File: src/rtl/tdec_pkg.sv
// Shared types, codes and color expansion functions for the tiled texture decoder.
// No dependencies.
package tdec_pkg;

    typedef enum logic [1:0] {
        FMT_RGBA8  = 2'd0,
        FMT_RGB5A3 = 2'd1,
        FMT_C8     = 2'd2,
        FMT_IA8    = 2'd3
    } fmt_t;

    // Config register indexes
    localparam logic [1:0] CFG_FORMAT  = 2'd0;
    localparam logic [1:0] CFG_WIDTH   = 2'd1;
    localparam logic [1:0] CFG_HEIGHT  = 2'd2;
    localparam logic [1:0] CFG_PALETTE = 2'd3;

    // Work kinds passed from front to back
    typedef enum logic [1:0] {
        K_DIRECT    = 2'd0,  // color fields already final
        K_WORD      = 2'd1,  // rgb5a3 word in {green, blue}
        K_INDEX     = 2'd2,  // palette index in blue
        K_PAL_WRITE = 2'd3   // palette index in alpha, word in {green, blue}
    } kind_t;

    typedef struct packed {
        kind_t       kind;
        logic [10:0] px;
        logic [10:0] py;
        logic [7:0]  alpha;
        logic [7:0]  red;
        logic [7:0]  green;
        logic [7:0]  blue;
    } rec_t;

    typedef struct packed {
        logic [10:0] px;
        logic [10:0] py;
        logic [7:0]  red;
        logic [7:0]  green;
        logic [7:0]  blue;
        logic [7:0]  alpha;
    } pix_t;

    typedef struct packed {
        logic [7:0] red;
        logic [7:0] green;
        logic [7:0] blue;
        logic [7:0] alpha;
    } rgba_t;

    // floor(v * 255 / 31)
    function automatic logic [7:0] expand5(input logic [4:0] v);
        logic [7:0] res;
        begin
            case (v)
                5'd0:  res = 8'd0;
                5'd1:  res = 8'd8;
                5'd2:  res = 8'd16;
                5'd3:  res = 8'd24;
                5'd4:  res = 8'd32;
                5'd5:  res = 8'd41;
                5'd6:  res = 8'd49;
                5'd7:  res = 8'd57;
                5'd8:  res = 8'd65;
                5'd9:  res = 8'd74;
                5'd10: res = 8'd82;
                5'd11: res = 8'd90;
                5'd12: res = 8'd98;
                5'd13: res = 8'd106;
                5'd14: res = 8'd115;
                5'd15: res = 8'd123;
                5'd16: res = 8'd131;
                5'd17: res = 8'd139;
                5'd18: res = 8'd148;
                5'd19: res = 8'd156;
                5'd20: res = 8'd164;
                5'd21: res = 8'd172;
                5'd22: res = 8'd180;
                5'd23: res = 8'd189;
                5'd24: res = 8'd197;
                5'd25: res = 8'd205;
                5'd26: res = 8'd213;
                5'd27: res = 8'd222;
                5'd28: res = 8'd230;
                5'd29: res = 8'd238;
                5'd30: res = 8'd246;
                default: res = 8'd255;
            endcase
            return res;
        end
    endfunction

    // floor(v * 255 / 7)
    function automatic logic [7:0] expand3(input logic [2:0] v);
        logic [7:0] res;
        begin
            case (v)
                3'd0: res = 8'd0;
                3'd1: res = 8'd36;
                3'd2: res = 8'd72;
                3'd3: res = 8'd109;
                3'd4: res = 8'd145;
                3'd5: res = 8'd182;
                3'd6: res = 8'd218;
                default: res = 8'd255;
            endcase
            return res;
        end
    endfunction

    // 4-bit expansion is exact: v * 17
    function automatic rgba_t expand_word(input logic [15:0] w);
        rgba_t c;
        begin
            if (w[15]) begin
                c.red   = expand5(w[14:10]);
                c.green = expand5(w[9:5]);
                c.blue  = expand5(w[4:0]);
                c.alpha = 8'd255;
            end
            else begin
                c.alpha = expand3(w[14:12]);
                c.red   = {w[11:8], w[11:8]};
                c.green = {w[7:4], w[7:4]};
                c.blue  = {w[3:0], w[3:0]};
            end
            return c;
        end
    endfunction

endpackage

File: src/rtl/tdec_front.sv
// Front end: accepts source bytes and palette writes, tracks tile position,
// buffers the RGBA8 AR half and builds work records. Depends on tdec_pkg.
module tdec_front
    import tdec_pkg::*;
#(
    parameter int MAX_DIMENSION = 2048
) (
    input  logic        clk,
    input  logic        rst_n,
    input  logic        accept,
    input  logic        mode,
    input  logic [7:0]  data_byte,
    input  logic [7:0]  palette_index,
    input  logic [15:0] palette_value,
    input  logic [1:0]  texture_format,
    input  logic [11:0] image_width,
    input  logic [11:0] image_height,
    output logic        q_push,
    output rec_t        q_rec
);

    logic [5:0]  bit_reg, bit_next;
    logic [11:0] col_reg, col_next;
    logic [11:0] row_reg, row_next;
    logic [7:0]  held_reg;
    logic [7:0]  even_bank_reg [16];
    logic [7:0]  odd_bank_reg [16];

    fmt_t        fmt;
    logic [5:0]  b;
    logic        last;
    logic        wide;
    logic [3:0]  pidx;
    logic [4:0]  pos;
    logic        have;
    logic        hold_wr;
    logic        even_wr;
    logic        odd_wr;
    logic [12:0] px_full;
    logic [12:0] py_full;
    logic [12:0] col_sum;
    logic [12:0] row_sum;
    logic        size_ok;
    logic        emit;
    logic        byte_acc;
    rec_t        pix_rec;

    assign byte_acc = accept && !mode;

    always_comb
    begin
        fmt     = fmt_t'(texture_format);
        b       = (fmt == FMT_RGBA8) ? bit_reg : {1'b0, bit_reg[4:0]};
        last    = (fmt == FMT_RGBA8) ? (b == 6'd63) : (b[4:0] == 5'd31);
        wide    = (fmt == FMT_C8);
        pidx    = b[4:1];
        pos     = {1'b0, pidx};
        have    = 1'b0;
        hold_wr = 1'b0;
        even_wr = 1'b0;
        odd_wr  = 1'b0;
        pix_rec = '0;
        pix_rec.kind = K_DIRECT;
        case (fmt)
            FMT_RGBA8:
            begin
                if (!b[5])
                begin
                    even_wr = !b[0];
                    odd_wr  = b[0];
                end
                else if (!b[0])
                begin
                    hold_wr = 1'b1;
                end
                else
                begin
                    have          = 1'b1;
                    pix_rec.alpha = even_bank_reg[pidx];
                    pix_rec.red   = odd_bank_reg[pidx];
                    pix_rec.green = held_reg;
                    pix_rec.blue  = data_byte;
                end
            end
            FMT_RGB5A3:
            begin
                if (!b[0])
                begin
                    hold_wr = 1'b1;
                end
                else
                begin
                    have          = 1'b1;
                    pix_rec.kind  = K_WORD;
                    pix_rec.green = held_reg;
                    pix_rec.blue  = data_byte;
                end
            end
            FMT_C8:
            begin
                have         = 1'b1;
                pos          = b[4:0];
                pix_rec.kind = K_INDEX;
                pix_rec.blue = data_byte;
            end
            default:
            begin
                // ia8: alpha first, intensity second
                if (!b[0])
                begin
                    hold_wr = 1'b1;
                end
                else
                begin
                    have          = 1'b1;
                    pix_rec.alpha = held_reg;
                    pix_rec.red   = data_byte;
                    pix_rec.green = data_byte;
                    pix_rec.blue  = data_byte;
                end
            end
        endcase

        if (wide)
        begin
            px_full = {1'b0, col_reg} + {10'd0, pos[2:0]};
            py_full = {1'b0, row_reg} + {11'd0, pos[4:3]};
        end
        else
        begin
            px_full = {1'b0, col_reg} + {11'd0, pos[1:0]};
            py_full = {1'b0, row_reg} + {11'd0, pos[3:2]};
        end
        pix_rec.px = px_full[10:0];
        pix_rec.py = py_full[10:0];

        size_ok = (image_width != 12'd0) && ({1'b0, image_width} <= 13'(MAX_DIMENSION))
               && (image_height != 12'd0) && ({1'b0, image_height} <= 13'(MAX_DIMENSION));
        emit = have && size_ok && (px_full < {1'b0, image_width})
            && (py_full < {1'b0, image_height});

        // Tile advance
        col_sum = {1'b0, col_reg} + (wide ? 13'd8 : 13'd4);
        row_sum = {1'b0, row_reg} + 13'd4;
        bit_next = bit_reg;
        col_next = col_reg;
        row_next = row_reg;
        if (byte_acc)
        begin
            if (last)
            begin
                bit_next = 6'd0;
                if (col_sum >= {1'b0, image_width})
                begin
                    col_next = 12'd0;
                    row_next = (row_sum >= {1'b0, image_height}) ? 12'd0 : row_sum[11:0];
                end
                else
                begin
                    col_next = col_sum[11:0];
                end
            end
            else
            begin
                bit_next = b + 6'd1;
            end
        end

        if (mode)
        begin
            q_rec       = '0;
            q_rec.kind  = K_PAL_WRITE;
            q_rec.alpha = palette_index;
            q_rec.green = palette_value[15:8];
            q_rec.blue  = palette_value[7:0];
        end
        else
        begin
            q_rec = pix_rec;
        end
        q_push = accept && (mode || emit);
    end

    always_ff @(posedge clk or negedge rst_n)
    begin
        if (!rst_n)
        begin
            bit_reg  <= 6'd0;
            col_reg  <= 12'd0;
            row_reg  <= 12'd0;
            held_reg <= 8'd0;
        end
        else
        begin
            bit_reg <= bit_next;
            col_reg <= col_next;
            row_reg <= row_next;
            if (byte_acc && hold_wr)
            begin
                held_reg <= data_byte;
            end
        end
    end

    always_ff @(posedge clk)
    begin
        if (byte_acc && even_wr)
        begin
            even_bank_reg[pidx] <= data_byte;
        end
        if (byte_acc && odd_wr)
        begin
            odd_bank_reg[pidx] <= data_byte;
        end
    end

endmodule

File: config.mk
export PLATFORM = sky130hd
export DESIGN_NAME = tdec_front
export DESIGN_NICKNAME = d
export VERILOG_FILES = /design/src/rtl/tdec_pkg.sv /design/src/rtl/tdec_front.sv
export SDC_FILE = /design/constraint.sdc
export NUM_CORES = 1
export LEC_CHECK = 0
export ABC_AREA = 1
export BUFFER_PORTS_ARGS = -buffer_cell sky130_fd_sc_hd__buf_2
export CORE_ASPECT_RATIO = 1.5
export CORE_MARGIN = 1
export CORE_UTILIZATION = 50
export CTS_BUF_LIST = sky130_fd_sc_hd__clkbuf_2 sky130_fd_sc_hd__clkbuf_4 sky130_fd_sc_hd__clkbuf_8
export CTS_CLUSTER_DIAMETER = 120
export DETAILED_ROUTE_END_ITERATION = 8
export PLACE_DENSITY_LB_ADDON = 0.12
export SLEW_MARGIN = 20
export SYNTH_ARGS = -nofsm -noshare
export SYNTH_HDL_FRONTEND = slang
export SYNTH_SLANG_ARGS = --single-unit
File: constraint.sdc
create_clock -name clk -period 5.35 [get_ports clk]
set_clock_uncertainty 0.15 [all_clocks]
set_input_delay 1.07 -clock clk [delete_from_list [all_inputs] [get_ports clk]]
set_output_delay 1.07 -clock clk [all_outputs]
set_load 0.01 [all_outputs]
Yosys cells after proc, flatten, opt, wreduce, memory -nomap -nowiden --
Memories as Yosys holds them, arrays and structs flattened. Cells that the tools add are included.
Cells by class: reductions and logical operators 20, $add $sub $neg 7, eq/ne operators 4, multiplexer cells 33, order comparisons 6
Operators with widths (count):
- $mux W32 | 3
- $mux W56 | 1
- $pmux W8 S3 | 2
- $add A12 B2 Y13 | 3
- $pmux W16 S2 | 1
- $ge A13 B12 Y1 | 2
- $lt A13 B12 Y1 | 2
- $mux W13 | 2
- $le A12 B12 Y1 const B | 2
- $mux W12 | 2
- $reduce_bool A12 Y1 | 2
- $mux W16 | 1
- $mux W1 | 14
- $add A12 B3 Y13 | 1
- $add A12 B3 Y13 const B | 1
- $add A12 B4 Y13 | 1
- $mux W6 | 2
- $logic_and A1 B1 Y1 | 11
- $add A6 B1 Y6 const B | 1
- $eq A6 B6 Y1 const B | 1
- $eq A5 B5 Y1 const B | 1
- $mux W5 | 1
- $mux W4 | 1
- $pmux W1 S2 | 2
- 9 further kinds | 10
Word-level totals: input port bits 62, memories 2, logic and storage cells 76, bits in registers 38, memory bits (writable) 256, output and inout port bits 57
Memories:
- even_bank_reg | depth 16, bits a word 8, read ports 1, clocked after Yosys merged registers in 0, write ports 1, RTL line tdec_front.sv:26 | logic [7:0] even_bank_reg [16];
- odd_bank_reg | depth 16, bits a word 8, read ports 1, clocked after Yosys merged registers in 0, write ports 1, RTL line tdec_front.sv:27 | logic [7:0] odd_bank_reg [16];

Logic depth before layout (Yosys ltp) --
depth after elaboration 10, mapped depth 22, gate-level depth less buffers 22

Worst setup path before layout --
OpenSTA, ideal clock, no wires.
path type input-to-output, start in texture_format[0], end out q_push, path slack 688 ps, data required time 4130 ps, arrival time 3442 ps, cell stages on the path 20, buffers on the path 0, cell sequence inv_1 -> ha_1 -> o21ai_0 -> a21oi_1 -> ha_1 -> nand2_1 -> nand2_1 -> nand2_1 -> nor2_1 -> nand2_1 -> xor2_1 -> inv_1 -> ha_1 -> a21oi_1 -> o211ai_1 -> inv_1 -> nand2_1 -> nor2_1 -> nand3_1 -> a21oi_1
On the way: word-level cells in the longest chain between the ends 9, elaborated cells on any way between the ends 19, those cells by class 4 x add/sub; 2 x order compare; 1 x eq/ne; 6 x mux; 6 x reduce/logical
RTL lines:
- start, declared | RTL line tdec_front.sv:15 | input logic [1:0] texture_format,
- $eq A2 B2 Y1 / $logic_not A2 Y1 (equally long branches) | RTL line tdec_front.sv:55, tdec_front.sv:64, tdec_front.sv:53
- $mux W5 / $mux W6 (equally long branches) | RTL line tdec_front.sv:64, tdec_front.sv:53
- $add A12 B2 Y13 (tied with other cells) | RTL line tdec_front.sv:131 | px_full = {1'b0, col_reg} + {11'd0, pos[1:0]};
- $mux W13 / $pmux W1 S2 (equally long branches) | RTL line tdec_front.sv:124, tdec_front.sv:64
- $lt A13 B12 Y1 / $logic_and A1 B1 Y1 (equally long branches) | RTL line tdec_front.sv:139 | emit = have && size_ok && (px_full < {1'b0, image_width})
- $logic_and A1 B1 Y1 | RTL line tdec_front.sv:139
- $logic_and A1 B1 Y1 * | RTL line tdec_front.sv:140 | && (py_full < {1'b0, image_height});
- $logic_or A1 B1 Y1 * | RTL line tdec_front.sv:181 | q_push = accept && (mode || emit);
- $logic_and A1 B1 Y1 * | RTL line tdec_front.sv:181
- end, declared | RTL line tdec_front.sv:18 | output logic q_push,
Mark *: on every way between the ends. The rest lies on a longest branch, timed or not.

Final worst setup path --
Same ends and word-level chain as after synthesis.

==> impl_metrics.json <==
{
  "status": "finished clean",
  "syn_area_um2": 13900,
  "crit_chain": "buf_2, inv_1, ha_2, o21ai_0, a21oi_1, ha_1, nand2_2, nand2_2, nand2_1, nor2_2, nand2_1, xor2_2, inv_1, ha_1, a21oi_1, o211ai_1, inv_1, nand2_1, nor2_1, nand3_1, a21oi_1, buf_2",
  "max_slew_margin": 0.432,
  "worstMarginPinSlew_ns": 0.853,
  "synth_ff_type": "edfxtp_1",
  "vdd_drop_max_mv": 0.215,
  "drc": 0,
  "drt_iter0_markers": 626,
  "critPathKind": "input port to output port",
  "rr_endpoint": "row_reg[5]$_DFFE_PN0P_",
  "ys_async_sr_fraction": 0.117,
  "die_h_um": 206,
  "ys_warn_count": 0,
  "seq_area_frac_synth": 0.616,
  "crit_path_end_kind": "output port",
  "ff2ff_path_depth": 18,
  "htreeDepth": 2,
  "pwr_density_cell_nw_per_um2": 397,
  "nFillCells": 2403,
  "num_vias": 10205,
  "hold_class": "flop to flop",
  "detailedPlacementHpwl_um": 25700,
  "r2r-start": "col_reg[3]$_DFFE_PN0P_",
  "min_from": "bit_reg[5]$_DFFE_PN0P_",
  "clk_pin_slew_worst_paths_ns": 0.06,
  "crit_family": "simple AND/OR/NAND/NOR gates",
  "fin_crit_sh": 0.947,
  "cp_slowest_cell": "ha_1",
  "start_util": 0.509,
  "final_util": 0.579,
  "hold_violations": 0,
  "finalSetupViolations": 0,
  "fmax_mhz": 197,
  "postCtsHoldBufs": 0,
  "n_antenna_cell": 0,
  "grt_max_degree": 66,
  "insertion_delay_ns": 0.56,
  "cts_buffers": 41,
  "nNetsFinal": 1534,
  "holdPathEnd": "bit_reg[5]$_DFFE_PN0P_",
  "grt_pass1_vias": 10130,
  "drive_gt1_frac": 0.180,
  "grt_usage": 0.271,
  "synth_edf_count": 256,
  "syn_avg_cell_area_um2": 10.9,
  "grt_pass1_wl_um": 56600,
  "path_buf_inv": 5,
  "wl_per_cell_um": 20.7,
  "clock_sinks": 290,
  "die-area_um2": 28400,
  "required_ns": 4.13,
  "ios": 119,
  "worstPathMaxFanout": 6,
  "slew_viol_final": 0,
  "num_rows": 74,
  "syn_to_final_growth_pct": 13.8,
  "critPathMaxStageDelay_ns": 0.29,
  "postRouteAntennaNets": 0,
  "synth_cells": 1272,
  "grt_overflow": 0,
  "die_x_um": 138,
  "synth_cell_types": 40,
  "coreArea_um2": 27200,
  "antenna_found_initial": 0,
  "first_pass_iters": 5,
  "place.gp.congestion": 0.898,
  "root_buffer": "clkbuf_8",
  "drt-vias-per-instance": 5.70,
  "p_total_uw": 6260,
  "rrSetupSlack_ns": 1.99,
  "crit_arrival_ns": 3.85,
  "min_path_cells": 2,
  "portBuffers": 118,
  "finalNonFillerCells": 1789,
  "placed_cells": 1717,
  "leakagePower_uw": 0.00649,
  "syn_nets": 1388,
  "finalCriticalPeriod_ns": 5.07,
  "drt-total-wl_um": 37000,
  "clockBufferDepth": 3,
  "startpoint_type": "input port",
  "drv_cap": 0,
  "ys_ff_latch": 290,
  "cts_tree": "yes"
}
-- report_power, final --
group          switching (µW)  internal [µW]
logic                    1300            590
registers                96.6           2530
clock network             802            939
total                    2200           4060
-- cell type report --
class | count | area, µm² | share of cell area
tap | 342 | 428 | 0.0271
clock inverter | 11 | 76.3 | 0.00484
multi-input combinational | 800 | 4550 | 0.289
sequential | 290 | 8540 | 0.542
clock buffer | 61 | 746 | 0.0473
inverter | 121 | 454 | 0.0288
timing repair buffer | 164 | 973 | 0.0617
-- worst min-delay path, cell delays in order, from the launching register on --
cell and delay, ns:
dfrtp_1 0.36, nand2_1 0.06, nand2_1 0.06
-- synth_stat cells, types with 15 or more instances --
master	instances	area, µm²
edfxtp_1	256	7690
inv_1	114	428
clkbuf_1	26	97.6
dfrtp_1	34	851
a22oi_1	129	968
ha_1	54	676
o21ai_0	18	90.1
nand2_1	295	1110
nor3_1	40	200
buf_2	15	75.1
nor2_1	83	312
nand4_1	41	257
a21oi_1	36	180
nand3_1	39	195
-- layout by cell type, fill, tap and decap left out, drive strengths merged, types with 3 or more instances in the layout --
cell type	synthesis	final
a21oi	36	36
edfxtp	256	256
o21ai	22	22
buf	35	164
inv	117	117
a22oi	129	129
mux2	8	8
nand2	299	299
clkinv	4	13
and3	3	3
dfrtp	34	34
nor2	86	86
clkbuf	26	61
a31oi	8	8
xor2	14	14
o22ai	6	6
nand3	40	40
ha	54	54
nor3	41	41
nand4	41	41
-- worst max path at each step --
stage	end	startpoint	slack, ns	cells past startpoint
after CTS	q_push	texture_format[0]	0.12	22
after global routing	q_push	texture_format[0]	-0.01	22
after global placement	q_push	texture_format[0]	0.27	22
after floorplan	q_push	texture_format[0]	0.69	20
after detailed placement	q_push	texture_format[0]	0.15	22
final	q_push	texture_format[0]	0.28	22
-- layer usage --
layer  wire (µm)  vias to the layer above  track usage
li1            -                     4813            -
met1       13700                     4977        0.304
met2       20000                      327        0.496
met3        1840                       88       0.0464
met4        1550                        0        0.119
met5           0                        -            0
-- kinds of logic (layout without fill, tap and decap cells) --
logic type | after synthesis | count (layout) | share of synthesized area
AO/OA/AOI/OAI | 208 | 208 | 0.102
XOR/XNOR | 16 | 16 | 0.0101
adder cells (fa/ha/maj) | 54 | 54 | 0.0488
buffers and inverters | 182 | 357 | 0.0580
flip-flops | 290 | 290 | 0.616
multiplexers | 8 | 8 | 0.00650
other | 1 | 1 | 0.000271
AND/OR/NAND/NOR | 513 | 513 | 0.158
-- timing repair --
action,CTS,global route
setup buffers,0,0
resized for setup,0,5
setup endpoints to repair,0,1
endpoints found under the hold margin,0,0
-- through the flow --
| step | hold WS (ns) | worst slack (ns) | TNS, ns | area (µm²) |
|---|---|---|---|---|
| 6_report | 0.362 | 0.282 | 0 | 15800 |
| 5_1_grt | 0.389 | -0.0135 | -0.0135 | 15800 |
| 4_1_cts | 0.366 | 0.125 | 0 | 15800 |
| 3_5_place_dp | 0.350 | 0.149 | 0 | 14900 |
| 3_3_place_gp | 0.354 | 0.269 | 0 | 14900 |
| 2_1_floorplan | 0.322 | 0.688 | 0 | 13900 |
Power figures use the tool's default switching activity.
