--- config.mk ---
export PLATFORM = sky130hd
export DESIGN_NAME = tdec_back
export DESIGN_NICKNAME = d
export VERILOG_FILES = /design/src/rtl/tdec_pkg.sv /design/src/rtl/tdec_queue.sv /design/src/rtl/tdec_back.sv
export SDC_FILE = /design/constraint.sdc
export NUM_CORES = 2
export LEC_CHECK = 0
export BUFFER_PORTS_ARGS = -buffer_cell sky130_fd_sc_hd__buf_2
export CORE_MARGIN = 8
export CORE_UTILIZATION = 45
export CTS_CLUSTER_SIZE = 16
export DETAILED_ROUTE_END_ITERATION = 12
export GPL_ROUTABILITY_DRIVEN = 0
export PLACE_DENSITY = 0.61
export SYNTH_ARGS = -nofsm -noshare
export SYNTH_HDL_FRONTEND = slang
export SYNTH_HIERARCHICAL = 1
export SYNTH_MEMORY_MAX_BITS = 65536
export SYNTH_SLANG_ARGS = --single-unit
--- constraint.sdc ---
create_clock -name clk -period 11.9 [get_ports clk]
set_clock_uncertainty 0.1 [all_clocks]
set_input_delay 0.595 -clock clk [delete_from_list [all_inputs] [get_ports clk]]
set_output_delay 0.595 -clock clk [all_outputs]
set_load 0.02 [all_outputs]
--- src/rtl/tdec_pkg.sv ---
// Shared types, codes and color expansion functions for the tiled texture decoder.
// No dependencies.
package tdec_pkg;

    typedef enum logic [1:0] {
        FMT_RGBA8  = 2'd0,
        FMT_RGB5A3 = 2'd1,
        FMT_C8     = 2'd2,
        FMT_IA8    = 2'd3
    } fmt_t;

    // Config register indexes
    localparam logic [1:0] CFG_FORMAT  = 2'd0;
    localparam logic [1:0] CFG_WIDTH   = 2'd1;
    localparam logic [1:0] CFG_HEIGHT  = 2'd2;
    localparam logic [1:0] CFG_PALETTE = 2'd3;

    // Work kinds passed from front to back
    typedef enum logic [1:0] {
        K_DIRECT    = 2'd0,  // color fields already final
        K_WORD      = 2'd1,  // rgb5a3 word in {green, blue}
        K_INDEX     = 2'd2,  // palette index in blue
        K_PAL_WRITE = 2'd3   // palette index in alpha, word in {green, blue}
    } kind_t;

    typedef struct packed {
        kind_t       kind;
        logic [10:0] px;
        logic [10:0] py;
        logic [7:0]  alpha;
        logic [7:0]  red;
        logic [7:0]  green;
        logic [7:0]  blue;
    } rec_t;

    typedef struct packed {
        logic [10:0] px;
        logic [10:0] py;
        logic [7:0]  red;
        logic [7:0]  green;
        logic [7:0]  blue;
        logic [7:0]  alpha;
    } pix_t;

    typedef struct packed {
        logic [7:0] red;
        logic [7:0] green;
        logic [7:0] blue;
        logic [7:0] alpha;
    } rgba_t;

    // floor(v * 255 / 31)
    function automatic logic [7:0] expand5(input logic [4:0] v);
        logic [7:0] res;
        begin
            case (v)
                5'd0:  res = 8'd0;
                5'd1:  res = 8'd8;
                5'd2:  res = 8'd16;
                5'd3:  res = 8'd24;
                5'd4:  res = 8'd32;
                5'd5:  res = 8'd41;
                5'd6:  res = 8'd49;
                5'd7:  res = 8'd57;
                5'd8:  res = 8'd65;
                5'd9:  res = 8'd74;
                5'd10: res = 8'd82;
                5'd11: res = 8'd90;
                5'd12: res = 8'd98;
                5'd13: res = 8'd106;
                5'd14: res = 8'd115;
                5'd15: res = 8'd123;
                5'd16: res = 8'd131;
                5'd17: res = 8'd139;
                5'd18: res = 8'd148;
                5'd19: res = 8'd156;
                5'd20: res = 8'd164;
                5'd21: res = 8'd172;
                5'd22: res = 8'd180;
                5'd23: res = 8'd189;
                5'd24: res = 8'd197;
                5'd25: res = 8'd205;
                5'd26: res = 8'd213;
                5'd27: res = 8'd222;
                5'd28: res = 8'd230;
                5'd29: res = 8'd238;
                5'd30: res = 8'd246;
                default: res = 8'd255;
            endcase
            return res;
        end
    endfunction

    // floor(v * 255 / 7)
    function automatic logic [7:0] expand3(input logic [2:0] v);
        logic [7:0] res;
        begin
            case (v)
                3'd0: res = 8'd0;
                3'd1: res = 8'd36;
                3'd2: res = 8'd72;
                3'd3: res = 8'd109;
                3'd4: res = 8'd145;
                3'd5: res = 8'd182;
                3'd6: res = 8'd218;
                default: res = 8'd255;
            endcase
            return res;
        end
    endfunction

    // 4-bit expansion is exact: v * 17
    function automatic rgba_t expand_word(input logic [15:0] w);
        rgba_t c;
        begin
            if (w[15]) begin
                c.red   = expand5(w[14:10]);
                c.green = expand5(w[9:5]);
                c.blue  = expand5(w[4:0]);
                c.alpha = 8'd255;
            end
            else begin
                c.alpha = expand3(w[14:12]);
                c.red   = {w[11:8], w[11:8]};
                c.green = {w[7:4], w[7:4]};
                c.blue  = {w[3:0], w[3:0]};
            end
            return c;
        end
    endfunction

endpackage

--- src/rtl/tdec_queue.sv ---
// Two-entry synchronous queue used between decoder stages.
// No dependencies.
module tdec_queue #(
    parameter int WIDTH = 8
) (
    input  logic             clk,
    input  logic             rst_n,
    input  logic             push,
    output logic             full,
    input  logic [WIDTH-1:0] din,
    input  logic             pop,
    output logic             empty,
    output logic [WIDTH-1:0] dout
);

    logic [WIDTH-1:0] mem_reg [2];
    logic             wr_ptr_reg, wr_ptr_next;
    logic             rd_ptr_reg, rd_ptr_next;
    logic [1:0]       count_reg, count_next;
    logic             do_push, do_pop;

    assign full    = (count_reg == 2'd2);
    assign empty   = (count_reg == 2'd0);
    assign do_push = push && !full;
    assign do_pop  = pop && !empty;
    assign dout    = mem_reg[rd_ptr_reg];

    always_comb
    begin
        wr_ptr_next = do_push ? !wr_ptr_reg : wr_ptr_reg;
        rd_ptr_next = do_pop ? !rd_ptr_reg : rd_ptr_reg;
        count_next  = count_reg;
        if (do_push && !do_pop)
        begin
            count_next = count_reg + 2'd1;
        end
        else if (do_pop && !do_push)
        begin
            count_next = count_reg - 2'd1;
        end
    end

    always_ff @(posedge clk or negedge rst_n)
    begin
        if (!rst_n)
        begin
            wr_ptr_reg <= 1'b0;
            rd_ptr_reg <= 1'b0;
            count_reg  <= 2'd0;
        end
        else
        begin
            wr_ptr_reg <= wr_ptr_next;
            rd_ptr_reg <= rd_ptr_next;
            count_reg  <= count_next;
        end
    end

    always_ff @(posedge clk)
    begin
        if (do_push)
        begin
            mem_reg[wr_ptr_reg] <= din;
        end
    end

endmodule

--- src/rtl/tdec_back.sv ---
// Back end: executes work records in order, owns the palette memory,
// expands colors and queues finished pixels. Depends on tdec_pkg, tdec_queue.
module tdec_back
    import tdec_pkg::*;
#(
    parameter int PALETTE_DEPTH = 256
) (
    input  logic       clk,
    input  logic       rst_n,
    input  logic       q_empty,
    input  rec_t       q_rec,
    output logic       q_pop,
    input  logic [8:0] palette_count,
    input  logic       out_pop,
    output logic       out_empty,
    output pix_t       out_pix
);

    localparam int PAW = $clog2(PALETTE_DEPTH);
    localparam int PIX_W = $bits(pix_t);

    logic [15:0]     pal_mem [PALETTE_DEPTH];
    logic [15:0]     pal_rd_reg;
    logic            sa_valid_reg, sa_valid_next;
    rec_t            sa_rec_reg;

    logic            is_pal;
    logic            pal_in_range;
    logic            out_full;
    logic            out_push;
    logic            load;
    logic            idx_ok;
    rgba_t           word_c;
    pix_t            pix;
    logic [PIX_W-1:0] out_bits;

    assign is_pal       = (q_rec.kind == K_PAL_WRITE);
    assign pal_in_range = ({1'b0, q_rec.alpha} < 9'(PALETTE_DEPTH));
    assign out_push     = sa_valid_reg && !out_full;
    assign load         = !q_empty && !is_pal && (!sa_valid_reg || out_push);
    assign q_pop        = (!q_empty && is_pal) || load;

    always_comb
    begin
        sa_valid_next = sa_valid_reg;
        if (load)
        begin
            sa_valid_next = 1'b1;
        end
        else if (out_push)
        begin
            sa_valid_next = 1'b0;
        end
    end

    always_ff @(posedge clk or negedge rst_n)
    begin
        if (!rst_n)
        begin
            sa_valid_reg <= 1'b0;
        end
        else
        begin
            sa_valid_reg <= sa_valid_next;
        end
    end

    always_ff @(posedge clk)
    begin
        if (load)
        begin
            sa_rec_reg <= q_rec;
        end
    end

    always_ff @(posedge clk)
    begin
        if (!q_empty && is_pal && pal_in_range)
        begin
            pal_mem[q_rec.alpha[PAW-1:0]] <= {q_rec.green, q_rec.blue};
        end
        if (load)
        begin
            pal_rd_reg <= pal_mem[q_rec.blue[PAW-1:0]];
        end
    end

    // Color stage
    always_comb
    begin
        idx_ok = ({1'b0, sa_rec_reg.blue} < palette_count)
              && ({1'b0, sa_rec_reg.blue} < 9'(PALETTE_DEPTH));
        word_c = expand_word((sa_rec_reg.kind == K_INDEX) ? pal_rd_reg
                                                          : {sa_rec_reg.green, sa_rec_reg.blue});
        pix.px = sa_rec_reg.px;
        pix.py = sa_rec_reg.py;
        case (sa_rec_reg.kind)
            K_WORD:
            begin
                pix.red   = word_c.red;
                pix.green = word_c.green;
                pix.blue  = word_c.blue;
                pix.alpha = word_c.alpha;
            end
            K_INDEX:
            begin
                if (idx_ok)
                begin
                    pix.red   = word_c.red;
                    pix.green = word_c.green;
                    pix.blue  = word_c.blue;
                    pix.alpha = word_c.alpha;
                end
                else
                begin
                    // grey fallback
                    pix.red   = sa_rec_reg.blue;
                    pix.green = sa_rec_reg.blue;
                    pix.blue  = sa_rec_reg.blue;
                    pix.alpha = 8'd255;
                end
            end
            default:
            begin
                pix.red   = sa_rec_reg.red;
                pix.green = sa_rec_reg.green;
                pix.blue  = sa_rec_reg.blue;
                pix.alpha = sa_rec_reg.alpha;
            end
        endcase
    end

    tdec_queue #(
        .WIDTH(PIX_W)
    ) u_out_queue (
        .clk   (clk),
        .rst_n (rst_n),
        .push  (out_push),
        .full  (out_full),
        .din   (pix),
        .pop   (out_pop),
        .empty (out_empty),
        .dout  (out_bits)
    );

    assign out_pix = pix_t'(out_bits);

    // A stalled color stage keeps its transaction
    assert property (@(posedge clk) disable iff (!rst_n)
        sa_valid_reg && out_full |=> sa_valid_reg && $stable(sa_rec_reg))
        else $error("color stage lost a stalled transaction");

    // A pixel record only enters when the color stage frees up
    assert property (@(posedge clk) disable iff (!rst_n)
        q_pop && !is_pal |-> !sa_valid_reg || out_push)
        else $error("color stage overwritten");

    // Palette writes never disturb the color stage occupancy
    assert property (@(posedge clk) disable iff (!rst_n)
        q_pop && is_pal && !out_push |=> sa_valid_reg == $past(sa_valid_reg))
        else $error("palette write changed color stage");

    // Palette write and pixel load never leave the queue together
    assert property (@(posedge clk) disable iff (!rst_n)
        !(load && !q_empty && is_pal))
        else $error("palette write and pixel load in one cycle");

endmodule

* Word level (Yosys, flattened, before mapping)
Memories as Yosys holds them, arrays and structs flattened. A register that Yosys moved wholly into a read port is not among the register bits. Index checks and enable logic that the tools add are counted. W data, S select, Z words.
Storage, ports and cells: register bits 61, latch bits 0, memory bits (writable) 4204, bits in read-only memories 768, bits of input ports 69, logic and storage cells 65, memories kept 5
Cells by class: $add $sub $neg 2, $mul 0, div/mod/pow operators 0, magnitude comparators 1, eq/ne operators 10, shift operators 0, multiplexer cells 13, bitwise gates (word level) 0, reduce and logical (&&, ||, !) cells 23
Memory list:
- pal_mem | depth 256, width 16, rd ports 1, clocked after Yosys merged registers in 1, write ports 1, line tdec_back.sv:22 | logic [15:0] pal_mem [PALETTE_DEPTH];
- (no name shown) | depth 32, width 8, rd ports 1, clocked after Yosys merged registers in 0, write ports 0, line tdec_pkg.sv:56 | case (v)
- (no name shown) | depth 32, width 8, rd ports 1, clocked after Yosys merged registers in 0, write ports 0, line tdec_pkg.sv:56
- (no name shown) | depth 32, width 8, rd ports 1, clocked after Yosys merged registers in 0, write ports 0, line tdec_pkg.sv:56
- u_out_queue.mem_reg | depth 2, width 54, rd ports 1, clocked after Yosys merged registers in 0, write ports 1, line tdec_queue.sv:16 | logic [WIDTH-1:0] mem_reg [2];
Operators with widths (number):
- $mux W32 | 2
- $pmux W32 S2 | 1
- $pmux W8 S7 | 1
- $mux W16 | 1
- $eq A3 B3 Y1 const B | 3
- $logic_not A1 Y1 | 9
- $lt A8 B9 Y1 | 1
- $logic_and A1 B1 Y1 | 8
- $eq A2 B2 Y1 const B | 3
- $eq A3 B2 Y1 const B | 2
- $mux W1 | 6
- $mux W2 | 2
- $reduce_bool A2 Y1 | 2
- $eq A3 B1 Y1 const B | 1
- $logic_not A3 Y1 | 1
- $add A2 B1 Y2 const B | 1
- $eq A2 B1 Y1 const B | 1
- $logic_not A2 Y1 | 1
- $logic_or A1 B1 Y1 | 2
- $sub A2 B1 Y2 const B | 1

* Depth between registers and ports, before layout
depth after elaboration 8, gate-level depth with buffers 13, mapped depth without buffers 9

* Hierarchy
Netlist, hierarchy kept.
By module, submodules not included:
- tdec_back | instances 1, cells each 7826, area each 162619.7 um2, sequential area each 125185.1 um2
- tdec_queue | instances 1, cells each 187, area each 4342.9 um2, sequential area each 3343.2 um2

* Worst setup path before layout
Ideal clock, no wire load.
path kind input to register, from input q_rec[54] (netlist bit), to register pal_rd_reg[0], read port of pal_mem (enable), library setup time 0.526 ns, arrival 4.323 ns, path slack 6.951 ns, stages on the path 3, buffers on the path 0, cells stage by stage nand2_1 > nand2b_1 > a21oi_1
On the way: word-level cells in the longest chain between the ends 4
Ends and longest elaborated chain:
- from (decl) | line tdec_back.sv:11 | input rec_t q_rec,
- $eq A2 B2 Y1 | line tdec_back.sv:37 | assign is_pal = (q_rec.kind == K_PAL_WRITE);
- $logic_not A1 Y1 | line tdec_back.sv:40 | assign load = !q_empty && !is_pal && (!sa_valid_reg || out_push);
- $logic_and A1 B1 Y1 (2 in a row) | line tdec_back.sv:40
- net load | line tdec_back.sv:31 | logic load;
- to (decl) | line tdec_back.sv:23 | logic [15:0] pal_rd_reg;
The timed path passes the listed nets, and every way through them passes these cells. A chain may end at the register's enable or synchronous reset.

==> impl_metrics.csv <==
group,metric,value,unit
floorplanning,coreArea,369000,µm²
sta,fmax,177,MHz
route,wl,453,mm
critical_path,startpoint_type,"input pin",
clocking,clockBufferDepth,4,
layout,nFillCells,28967,
job,drv_cap,0,
min_path,min_from,"q_rec[0]",
clocking,ctsResizeCount,0,
logic_synthesis,yosysMostFrequentCell,"edfxtp_1",
clocking,clock_sinks,4281,
logic_synthesis,syn_nets,8092,
pwr,ir_worst_vdd,0.000138,V
min_path,hp-class,"input pin to register",
logic_synthesis,async_flop_share,0.117,%
min_path,hold_end,"pal_mem[39][0]",
logic_synthesis,netlist_area,167000,µm²
clocking,holdBufCountCts,50,
logic_synthesis,synth_xor_area_share,0.0262,%
pwr,swShare,22.2,%
global_routing,grt_overflow,0,
global_routing,use_met2,36.6,%
critical_path,required,12.49,ns
logic_synthesis,synthMuxAreaShare,15.2,%
logic_synthesis,seq_area_frac_synth,77.0,%
layout,instances_no_fill,13849,
logic_synthesis,synth_area_leaders,"edfxtp_1, mux4_2, mux2i_1",
logic_synthesis,synthSimpleGateAreaFrac,2.11,%
clocking,htreeDepth,5,
floorplanning,io_pins,125,
layout,syn_to_final_growth,13.0,%
logic_synthesis,synth_common_cells,"edfxtp_1, mux4_2, mux2i_1",
pwr,p_clk_share,41.0,%
clocking,clock_latency,0.98,ns
global_routing,grtUsageTotal,22.6,%
route,drc_errors,0,
placed_design,numPortBuffers,124,
logic_synthesis,synth_flop_cell,"edfxtp_1",
route,postRouteAntennaNets,0,
placed_design,dp_cells,13009,
global_routing,grt_antenna_before_repair,22,
sta,setup_violations,0,
route,via_count,84614,
critical_path,slowest_stage,"buf_4",
route,wire_per_inst,32.7,µm
floorplanning,dieWidth,625,µm
pwr,report.power.total,32300,µW
critical_path,r2r-start,"pal_mem[23][5]",
sta,finalCriticalPeriod,5.65,ns
logic_synthesis,syn_avg_cell_area,20.8,µm²
global_routing,grt_max_degree,157,
global_routing,grtUsageMet1,30.4,%
sta,slew_headroom,2.32,%
layout,drive_gt1_share,23.6,%
route,vias_per_cell,6.11,
global_routing,grt_util_met3,3.57,%
global_routing,busiest_layer,"met2",
sta,finalHoldViolCount,0,
pwr,leakagePower,0.0603,µW
global_routing,grt_pass1_vias,84279,
pwr,p_sw,7160,µW
sta,slew_violations,0,
sta,setup_tns,0,ns
floorplanning,die_area,391000,µm²
logic_synthesis,synth_top_family_by_area,"multiplexers",
logic_synthesis,yosys_warnings,6,
min_path,worstHoldPathCells,1,
sta,rsz0062_at_grt,"false",
sta,worstMarginPinSlew,1.45,ns
logic_synthesis,synth_top_area_share,76.9,%
logic_synthesis,synth_compound_area_share,3.75,%
clocking,cts_tree,"built",
placed_design,dp_hpwl,266,mm
layout,fin_nets,8621,
clocking,cts_root_buffer,"clkbuf_16",
pwr,power_density,171,nW/µm²
critical_path,rr_worst_depth,6,
critical_path,worst-setup-path-type,"input pin to register",
pwr,p_comb_share,6.7,%
route,first_pass_iters,9,
critical_path,r2r_slack,8.40,ns
clocking,clk_pin_slew_worst_paths,0.06,ns
sta,finalCritPeriodShare,47.5,%
clocking,cts_buffers,431,
floorplanning,row_count,223,
critical_path,worstPathCellList,"dlygate4sd3_1 > buf_8 > buf_4 > buf_4 > buf_4 > mux4_2 > mux4_2 > a22oi_1 > nand2_1 > nor3_1 > a2111o_1 > nor3_1",
logic_synthesis,yosys.area.top_type,"edfxtp_1",
layout,largest_reg_flops,4096,
pwr,p_int,25100,µW
critical_path,critPathMaxFanout,50,
floorplanning,die_h,625,µm
critical_path,endpoint_kind,"register",
layout,post-route-util,51.1,%
clocking,cts_setup_buffers,0,
logic_synthesis,synth_edf_count,4276,
critical_path,cp.arrival,6.25,ns
critical_path,r2r-end,"pal_rd_reg[5]",
logic_synthesis,ys_ff_latch,4281,
critical_path,crit_top_cell,"buf_4",
route,drt_iter0_markers,10676,
logic_synthesis,synthAdderAreaFrac,0.0749,%
logic_synthesis,synthCells,8013,
logic_synthesis,ys_types,71,
outcome,outcome,"completed",
critical_path,crit_family,"buffers and inverters",
critical_path,critPathMaxStageDelay,0.72,ns
critical_path,path_buf_inv,5,
pwr,seq_power_share,52.3,%
global_routing,grt_pass1_wl,640,mm
floorplanning,start_util,45.2,%
area by class of cell:
class                           count  area, µm²  share of cell area, %
Sequential cell                  4281     129000                   68.1
Inverter                           19       83.8                 0.0444
Clock inverter                    269       2430                   1.29
Multi-Input combinational cell   3240      35700                   18.9
Tap cell                         4950       6190                   3.28
Clock buffer                      518      11200                   5.95
Antenna cell                        3       7.51                0.00398
Timing Repair Buffer              569       4500                   2.39
how the worst max path moves through the flow:
stage / slack, ns / endpoint / depth (start not counted) / startpoint
detailed placement: 5.97 / pal_rd_reg[12] / 11 / q_rec[1]
floorplan: 6.95 / pal_rd_reg[0] / 3 / q_rec[54]
global placement: 6.04 / pal_rd_reg[12] / 11 / q_rec[1]
CTS: 6.40 / pal_rd_reg[12] / 12 / q_rec[1]
global route: 6.10 / pal_rd_reg[12] / 12 / q_rec[1]
finish: 6.25 / pal_rd_reg[12] / 12 / q_rec[1]
worst reg2reg max path, cell delays in order, from the launching register on:
cell	delay (ns)
edfxtp_1	0.37
mux4_2	0.48
mux4_2	0.55
a22oi_1	0.35
nand2_1	0.11
nor3_1	1.05
nor4_1	0.16
routing by layer:
| layer | up-vias | part of all wire (%) |
|---|---|---|
| met3 | 835 | 8.0 |
| met4 | 4 | 5.2 |
| met2 | 4068 | 48 |
| met1 | 44929 | 39 |
| met5 | - | 0.0057 |
| li1 | 34778 | - |
kinds of logic (layout without fill, tap and decap cells):
kind of cell             after synthesis  after routing
AO/OA/AOI/OAI                        902            902
XOR/XNOR                               5              5
adder cells (fa/ha/maj)               10             10
AND/OR/NAND/NOR                      792            792
multiplexers                        1531           1531
flip-flops                          4281           4281
buffers and inverters                492           1375
other                                  0              3
cells in the final DEF, fill, tap and decap left out, types with 14 or more instances in the layout:
cell | synthesis | routed
nor2_2 | 0 | 67
mux2i_1 | 676 | 676
inv_1 | 17 | 16
a22o_1 | 16 | 16
nand2_1 | 178 | 164
nand3_1 | 30 | 26
clkinv_1 | 1 | 96
edfxtp_1 | 4276 | 4276
clkbuf_16 | 0 | 436
bufinv_16 | 0 | 40
buf_12 | 17 | 21
buf_8 | 22 | 15
nor4_1 | 18 | 18
o22ai_1 | 194 | 194
o221ai_1 | 248 | 248
mux2_2 | 25 | 25
buf_4 | 46 | 375
a31oi_1 | 31 | 31
nand2_2 | 0 | 14
a22oi_1 | 59 | 59
clkinv_2 | 0 | 96
buf_2 | 77 | 108
clkbuf_1 | 222 | 82
nor2b_1 | 27 | 26
o21ai_0 | 65 | 64
mux2_4 | 49 | 49
mux4_2 | 776 | 776
nor3_1 | 154 | 145
clkinvlp_4 | 0 | 16
dlygate4sd3_1 | 0 | 50
nor2_1 | 326 | 256
a21oi_1 | 202 | 201
power groups by stage:
stage | registers, µW | logic, µW | clock network, µW
CTS | 16900 | 2180 | 13400
global route | 16900 | 2280 | 14000
detailed placement | 17200 | 2160 | 0
global placement | 17200 | 2130 | 0
finish | 16900 | 2170 | 13200
floorplan | 17100 | 1360 | 0
per-stage QoR:
step | cell area, µm² | hold WS (ns) | setup slack (ns)
after floorplan | 167000 | 0.199 | 6.95
after global placement | 174000 | 0.311 | 6.04
after detailed placement | 174000 | 0.317 | 5.97
after CTS | 189000 | 0.000434 | 6.40
after global routing | 189000 | 0.0422 | 6.10
final | 189000 | 0.0378 | 6.25
No activity file was read; power rests on OpenSTA's default activity.
